`config.mk`:
```
export PLATFORM = sky130hd
export DESIGN_NAME = atsl_queue
export DESIGN_NICKNAME = d
export VERILOG_FILES = /design/src/hdl/atsl_queue.sv
export SDC_FILE = /design/constraint.sdc
export NUM_CORES = 1
export LEC_CHECK = 0
export BUFFER_PORTS_ARGS = -buffer_cell sky130_fd_sc_hd__buf_2
export CORE_MARGIN = 2
export CORE_UTILIZATION = 35
export CTS_BUF_LIST = sky130_fd_sc_hd__clkbuf_16
export CTS_CLUSTER_DIAMETER = 30
export CTS_CLUSTER_SIZE = 8
export DETAILED_ROUTE_END_ITERATION = 10
export PLACE_DENSITY = 0.57
export SLEW_MARGIN = 10
export SYNTH_ARGS = -nofsm -noshare
export SYNTH_HDL_FRONTEND = slang
export SYNTH_SLANG_ARGS = --single-unit
```
`constraint.sdc`:
```
create_clock -name clk -period 1.25 [get_ports clk]
set_clock_uncertainty 0.15 [all_clocks]
set_input_delay 0.25 -clock clk [delete_from_list [all_inputs] [get_ports clk]]
set_output_delay 0.25 -clock clk [all_outputs]
set_load 0.03 [all_outputs]
```
`src/hdl/atsl_queue.sv`:
```
module atsl_queue #(
  parameter int W = 8
) (
  input  logic         clk,
  input  logic         rst,
  input  logic         push,
  input  logic [W-1:0] din,
  input  logic         pop,
  output logic [W-1:0] dout,
  output logic         valid,
  output logic         full
);

  logic [W-1:0] slot [2];
  logic         wptr;
  logic         rptr;
  logic [1:0]   count;

  assign dout  = slot[rptr];
  assign valid = (count != 2'd0);
  assign full  = (count == 2'd2);

  always_ff @(posedge clk) begin
    if (rst) begin
      wptr  <= 1'b0;
      rptr  <= 1'b0;
      count <= 2'd0;
    end else begin
      if (push) begin
        wptr <= ~wptr;
      end
      if (pop) begin
        rptr <= ~rptr;
      end
      if (push && !pop) begin
        count <= count + 2'd1;
      end else if (pop && !push) begin
        count <= count - 2'd1;
      end
    end
  end

  always_ff @(posedge clk) begin
    if (push) begin
      slot[wptr] <= din;
    end
  end

endmodule

```
* Word-level counts from Yosys, hierarchy flattened
Memories as Yosys holds them, arrays and structs flattened. A register that Yosys moved wholly into a read port is not among the register bits. Index checks and enable logic that the tools add are counted.
Storage, ports and cells: register bits after elaboration 4, memory bits (writable) 16, input bits 12, output and inout bits 10, logic and storage cells 21, memories kept 1
Cells by class: add/sub/neg operators 2, eq/ne operators 1, muxes and demuxes 6, bitwise logic cells 2, reductions and logical operators 6
Memory list:
- slot | words 2, bits a word 8, rd ports 1, clocked after Yosys merged registers in 1, wr ports 1, line 14 | logic [W-1:0] slot [2];
Operators with widths (count):
- 1-bit two-way mux | 4
- 2-bit two-way mux | 2
- 2-bit nonzero test | 2
- 2-bit by 1-bit adder with 2-bit output, second input constant | 1
- 2-bit equality test, second input constant | 1
- 1-bit logical AND | 2
- 1-bit logical NOT | 2
- 1-bit NOT | 2
- 2-bit by 1-bit subtractor with 2-bit output, second input constant | 1

* Depth between registers and ports, before layout
Gate-level depths: netlist (run 1).
depth after elaboration 4, depth in mapped cells 5, mapped depth without buffers 5

* Worst setup path after synthesis (run 1)
No wires, ideal clock.
path type register -> output, from register with a tool-made name, to output dout[0], data arrival time 0.880 ns, data required time 0.850 ns, path slack -0.030 ns, cell stages (with the launch flop) 3, path buffers 1, path through dfxtp_1 > buf_2 > mux2_2
RTL lines:
- end, declared | line 9 | output logic [W-1:0] dout,

==> impl_metrics.tcl, run 1 <==
set metrics [dict create \
    antenna_found_initial 0 \
    tightest_slew_ps 191.2 \
    synth_top_area_frac 0.6115 \
    setup_violations 10 \
    period_minus_slack_ps 1560 \
    io_buffers 21 \
    cp.arrival_ps 1160 \
    grt_pass1_vias 468 \
    crit_path_end_kind "output pin" \
    synth-xor-area-share 0.04459 \
    hold_class "input pin to flip-flop" \
    syn-cell-area_um2 785.8 \
    power_density_nw_per_um2 1588 \
    avgSynthCellArea_um2 16.72 \
    routedWlPerCell_um 11.18 \
    synth_area_leaders "edfxtp_1 (61%), dfxtp_1 (13%), mux2_2 (11%)" \
    initial_core_util 0.3622 \
    worst_slew_margin_rel 0.8716 \
    grt_busiest_layer "met2" \
    synth_compound_area_frac 0.01274 \
    fp.dieW_um 51.38 \
    crit_buf_inv 2 \
    ioPinCount 22 \
    clock-sinks 21 \
    synth_nets 60 \
    cpPeakStageDelay_ps 330 \
    final_max_slew_viol_count 0 \
    gp_congestion 0.6037 \
    rsz0062_at_grt "yes" \
    fillCellCount 199 \
    synth-simple-area-share 0.06210 \
    place_ws_ps -129.2 \
    muxShareOfSynthArea 0.1146 \
    cts.reportedPaths.clkPinSlew_ps 50 \
    dr.pass1.iters 2 \
    met2_usage 0.1752 \
    cpLargestDelayFamily "flip-flops" \
    cts_inserted_buffers 3 \
    clockBufferDepth 2 \
    viasPerCell 4.458 \
    overflow 0 \
    violations "negative setup slack" \
    crit_slowest_cell "dfxtp_2" \
    htree_num_levels 1 \
    antenna-diode-count 0 \
    cts_tree "built" \
    use_met1 0.1181 \
    worstPathMaxFanout 8 \
    whs_ps 36.90 \
    row_count 17 \
    p_leak_uw 0.0004976 \
    grt.met3_usage 0.03509 \
    fin_crit_sh 1.248 \
    hpwl_um 834.2 \
    core_um2 2170 \
    ys_warn_count 0 \
    seq_area_frac_synth 0.7389 \
    worstPathRequired_ps 850 \
    grt_max_degree 13 \
    finalSetupTns_ps -2667 \
    drt_drc_violations_left 0 \
    post-synth-top-area-cell "edfxtp_1" \
    status "finished, violations left" \
    hold_violations 0 \
    fin_ws_ps -310.1 \
    fp.dieH_um 51.38 \
    grt_util_all_layers 0.1065 \
    detail-route-antenna-nets 0 \
    synth_fa_ha_area_frac 0.01592 \
    maxCapViolCount 0 \
    dieArea_um2 2640 \
    drtIter0Drc 4 \
    insertion_delay_ps 250 \
    grt_pass1_wl_mm 1.980 \
    vias 477 \
    area_delta_synth_final_pct 49.84 \
    final_nets 93 \
    clockRootBuffer "clkbuf_16" \
    ys_types 16 \
    worstSetupPathType "flip-flop to output pin" \
    wirelength_mm 1.196 \
    drive_above_1_share 0.5949 \
    worstPathCellList "buf_12, mux2_4, buf_6" \
    fmax_mhz 641.0 \
    cp-start-kind "flip-flop" \
    syn_inst 47 \
    ir_worst_vdd_mv 0.8557 \
    synth_top_family_by_area "multiplexers" \
    ys_seq_elements 21 \
]
report_power, final:
| part | internal [uW] | leakage (uW) | switching (uW) |
|---|---|---|---|
| Combinational | 207 | 0.000264 | 178 |
| Sequential | 810 | 0.000193 | 22.8 |
| Clock | 429 | 0.0000409 | 223 |
sequential cells by signal, indices dropped and copies added (netlist names), named ones only:
register	flops
wptr	1
rptr	1
count	2
slot	16
cell usage in the layout, fill, tap and decap left out, drive strengths merged:
| master | Yosys | routed |
|---|---|---|
| o21ai | 1 | 1 |
| xnor2 | 2 | 2 |
| nor2b | 1 | 1 |
| or2 | 1 | 1 |
| and2b | 1 | 1 |
| mux2 | 8 | 8 |
| inv | 1 | 1 |
| ha | 1 | 1 |
| clkinv | 0 | 1 |
| nor2 | 4 | 4 |
| clkbuf | 0 | 3 |
| xor2 | 2 | 2 |
| and2 | 1 | 1 |
| a21oi | 1 | 1 |
| buf | 1 | 29 |
| dfxtp | 5 | 5 |
| or3 | 1 | 1 |
| edfxtp | 16 | 16 |
per-stage QoR:
step                      instance area, um^2  total power, uW    util  cells
after global placement                  985.9             1132  0.4544    102
after CTS                                1172             1890  0.5404    107
after global routing                     1177             1963  0.5427    107
final                                    1177             1870  0.5427    107
after detailed placement                985.9             1136  0.4544    102
after floorplan                         785.8             1027       -     47
logic make-up after synthesis:
kind of cell | count (synthesis)
AO/OA/AOI/OAI | 2
XOR/XNOR | 4
adder cells (fa/ha/maj) | 1
buffers and inverters | 2
flip-flops | 21
multiplexers | 8
AND/OR/NAND/NOR | 9
final timing paths:
| path | start | to | slack (ps) | cells past startpoint |
|---|---|---|---|---|
| max | flip-flop | dout[7] | -310 | 3 |
| min | din[7] | slot[1][7] | 40 | 1 |
| max reg2reg | count[0] | count[1] | 10 | 4 |
| min reg2reg | count[1] | count[1] | 350 | 2 |
routing by layer:
layer | up-vias | routed length [um]
met1 | 224 | 470
met3 | 2 | 107
met2 | 17 | 596
met5 | - | 0
li1 | 234 | -
met4 | 0 | 22
final cells by class:
class | count | area, um^2 | area share
Clock buffer | 3 | 75.07 | 0.06376
Clock inverter | 1 | 5.005 | 0.004251
Inverter | 1 | 3.754 | 0.003188
Multi-Input combinational cell | 24 | 230.2 | 0.1955
Sequential cell | 21 | 584.3 | 0.4963
Tap cell | 28 | 35.03 | 0.02976
Timing Repair Buffer | 29 | 244.0 | 0.2072
worst register-to-register path: stages, from the launching register on:
cell and delay (ps):
dfxtp_2 340, buf_6 110, xor2_1 150, or3_1 300, a21oi_1 120
cells in the mapped netlist:
cell type,number
edfxtp_1,16
and2_1,1
xor2_1,2
and2b_2,1
o21ai_0,1
mux2_2,8
a21oi_1,1
xnor2_1,2
inv_1,1
buf_2,1
or3_1,1
nor2_1,4
nor2b_1,1
ha_1,1
dfxtp_1,5
or2_2,1
what timing repair did:
action	in CTS	in global routing
buffers inserted	1	0
setup endpoints to repair	10	12
pin swaps	1	0
resized for setup	32	2
hold buffers	0	0
Note: power is estimated with default switching activity, not from simulation.
==> run 2, diff against run 1 <==
Settings changed: CORE_UTILIZATION 35 to 44, CTS_CLUSTER_SIZE 8 to 28, PLACE_DENSITY 0.57 to 0.7.
==> run 2 against run 1 <==
Against the previous run: the run still ends with negative setup slack left; count of clock-buffer cells in the layout is the same; final cell count shrank 3.7%; worst hold slack gained 6.3 ps; die area shrank 19%; combinational power grew 2%; first-iteration DRC count grew 25%; critical path depth is the same; final area shrank 0.96%; routed wire length grew 15%; setup slack lost 6.1 ps; sequential power is essentially flat; largest cell class unchanged.
==> impl_metrics.tcl, run 2 (same netlist as run 1, synthesis figures left out) <==
set metrics [dict create \
    crit_path_end_kind "output pin" \
    cp.arrival_ps 1170 \
    status "finished, violations left" \
    final_max_slew_viol_count 0 \
    insertion_delay_ps 250 \
    fp.dieH_um 46.26 \
    cts_tree "built" \
    grt_pass1_wl_mm 2.173 \
    cp-start-kind "flip-flop" \
    dieArea_um2 2140 \
    drive_above_1_share 0.6026 \
    fin_crit_sh 1.253 \
    hpwl_um 938.9 \
    power_density_nw_per_um2 1605 \
    rsz0062_at_grt "yes" \
    worstPathRequired_ps 850 \
    drtIter0Drc 5 \
    finalSetupTns_ps -2679 \
    cts_inserted_buffers 3 \
    initial_core_util 0.4601 \
    p_leak_uw 0.0004920 \
    r2r_start "count[0]" \
    grt_max_degree 13 \
    fin_ws_ps -316.2 \
    grt_pass1_vias 522 \
    clock-sinks 21 \
    grt_util_all_layers 0.1515 \
    vias 480 \
    worstPathMaxFanout 8 \
    core_um2 1708 \
    period_minus_slack_ps 1566 \
    r2r-end "count[1]" \
    fillCellCount 116 \
    antenna-diode-count 0 \
    area_delta_synth_final_pct 48.41 \
    io_buffers 21 \
    hold_start "din[2]" \
    mostFrequentLayoutCells "edfxtp_1 (16), buf_2 (11), buf_6 (10)" \
    hold_class "input pin to flip-flop" \
    violations "negative setup slack" \
    overflow 0 \
    setup_violations 11 \
    largest_reg_flops 16 \
    fmax_mhz 638.5 \
    clockBufferDepth 2 \
    dr.pass1.iters 3 \
    dp_cells 97 \
    routedWlPerCell_um 13.30 \
    antenna_found_initial 0 \
    htree_num_levels 1 \
    utilization 0.6828 \
    rr_worst_depth 4 \
    design_power_total_uw 1872 \
    crit_path_end "dout[7]" \
    final_nets 92 \
    wirelength_mm 1.370 \
    gp_congestion 0.6316 \
    layout.cells.non_filler 103 \
    cts.reportedPaths.clkPinSlew_ps 50 \
    worst_slew_margin_rel 0.8568 \
    fp.dieW_um 46.26 \
    ir_worst_vdd_mv 0.8388 \
    hold_violations 0 \
    ioPinCount 22 \
    largest-register "slot" \
    holdPathStages 1 \
    worstSetupPathType "flip-flop to output pin" \
    row_count 15 \
    detail-route-antenna-nets 0 \
    reg_top3 "slot (16), count (2)" \
    final_common_cell "edfxtp_1" \
    rrSetupSlack_ps -10 \
    drt_drc_violations_left 0 \
    whs_ps 43.17 \
    tightest_slew_ps 212.6 \
    viasPerCell 4.660 \
    maxCapViolCount 0 \
    clockRootBuffer "clkbuf_16" \
    hold_buffers 0 \
]
-- run 2: cell types whose count changed in the layout (fill, tap and decap cells not counted), sizes merged --
cell	before	now
buf	29	28
-- run 2: layer usage --
metal,part of all wire,vias up,global-route usage
li1,-,231,-
met3,0.060,2,0.03922
met4,0.0073,0,0.08571
met5,0,-,0
met1,0.36,233,0.1389
met2,0.57,14,0.2917
-- run 2: repair_timing --
item                       4_1_cts  5_1_grt
pin swaps                        2        0
buffers inserted                 2        0
gates resized for setup         32        2
setup endpoints to repair       10       19
-- run 2: worst min path at each step --
stage                            end  slack (ps)
after global placement    slot[0][5]         290
after floorplan             count[1]         170
final                     slot[1][2]          40
after CTS                 slot[1][2]          40
after detailed placement  slot[1][2]         290
after global routing      slot[0][5]          40
-- run 2: per-stage QoR --
stage               instance area [um^2]  setup WS, ps
floorplan                          785.8        -30.20
finish                              1166        -316.2
global placement                   967.2        -115.3
CTS                                 1161        -321.8
detailed placement                 967.2        -164.2
global route                        1166        -340.5
-- run 2: cell type report --
cell class | instances | area, um^2 | share of cell area
multi-input combinational | 24 | 234.0 | 0.2006
inverter | 1 | 3.754 | 0.003219
clock buffer | 3 | 75.07 | 0.06438
timing repair buffer | 28 | 232.7 | 0.1996
sequential | 21 | 584.3 | 0.5011
tap | 25 | 31.28 | 0.02682
clock inverter | 1 | 5.005 | 0.004292
-- run 2: power breakdown --
part	internal (uW)	switching, uW
clock network	428	218
registers	810	22.3
logic	205	188
total	1440	428
-- run 2: critical path: stages, from the launching register on --
cell	delay, ps
dfxtp_2	340
buf_12	130
mux2_4	310
buf_6	140
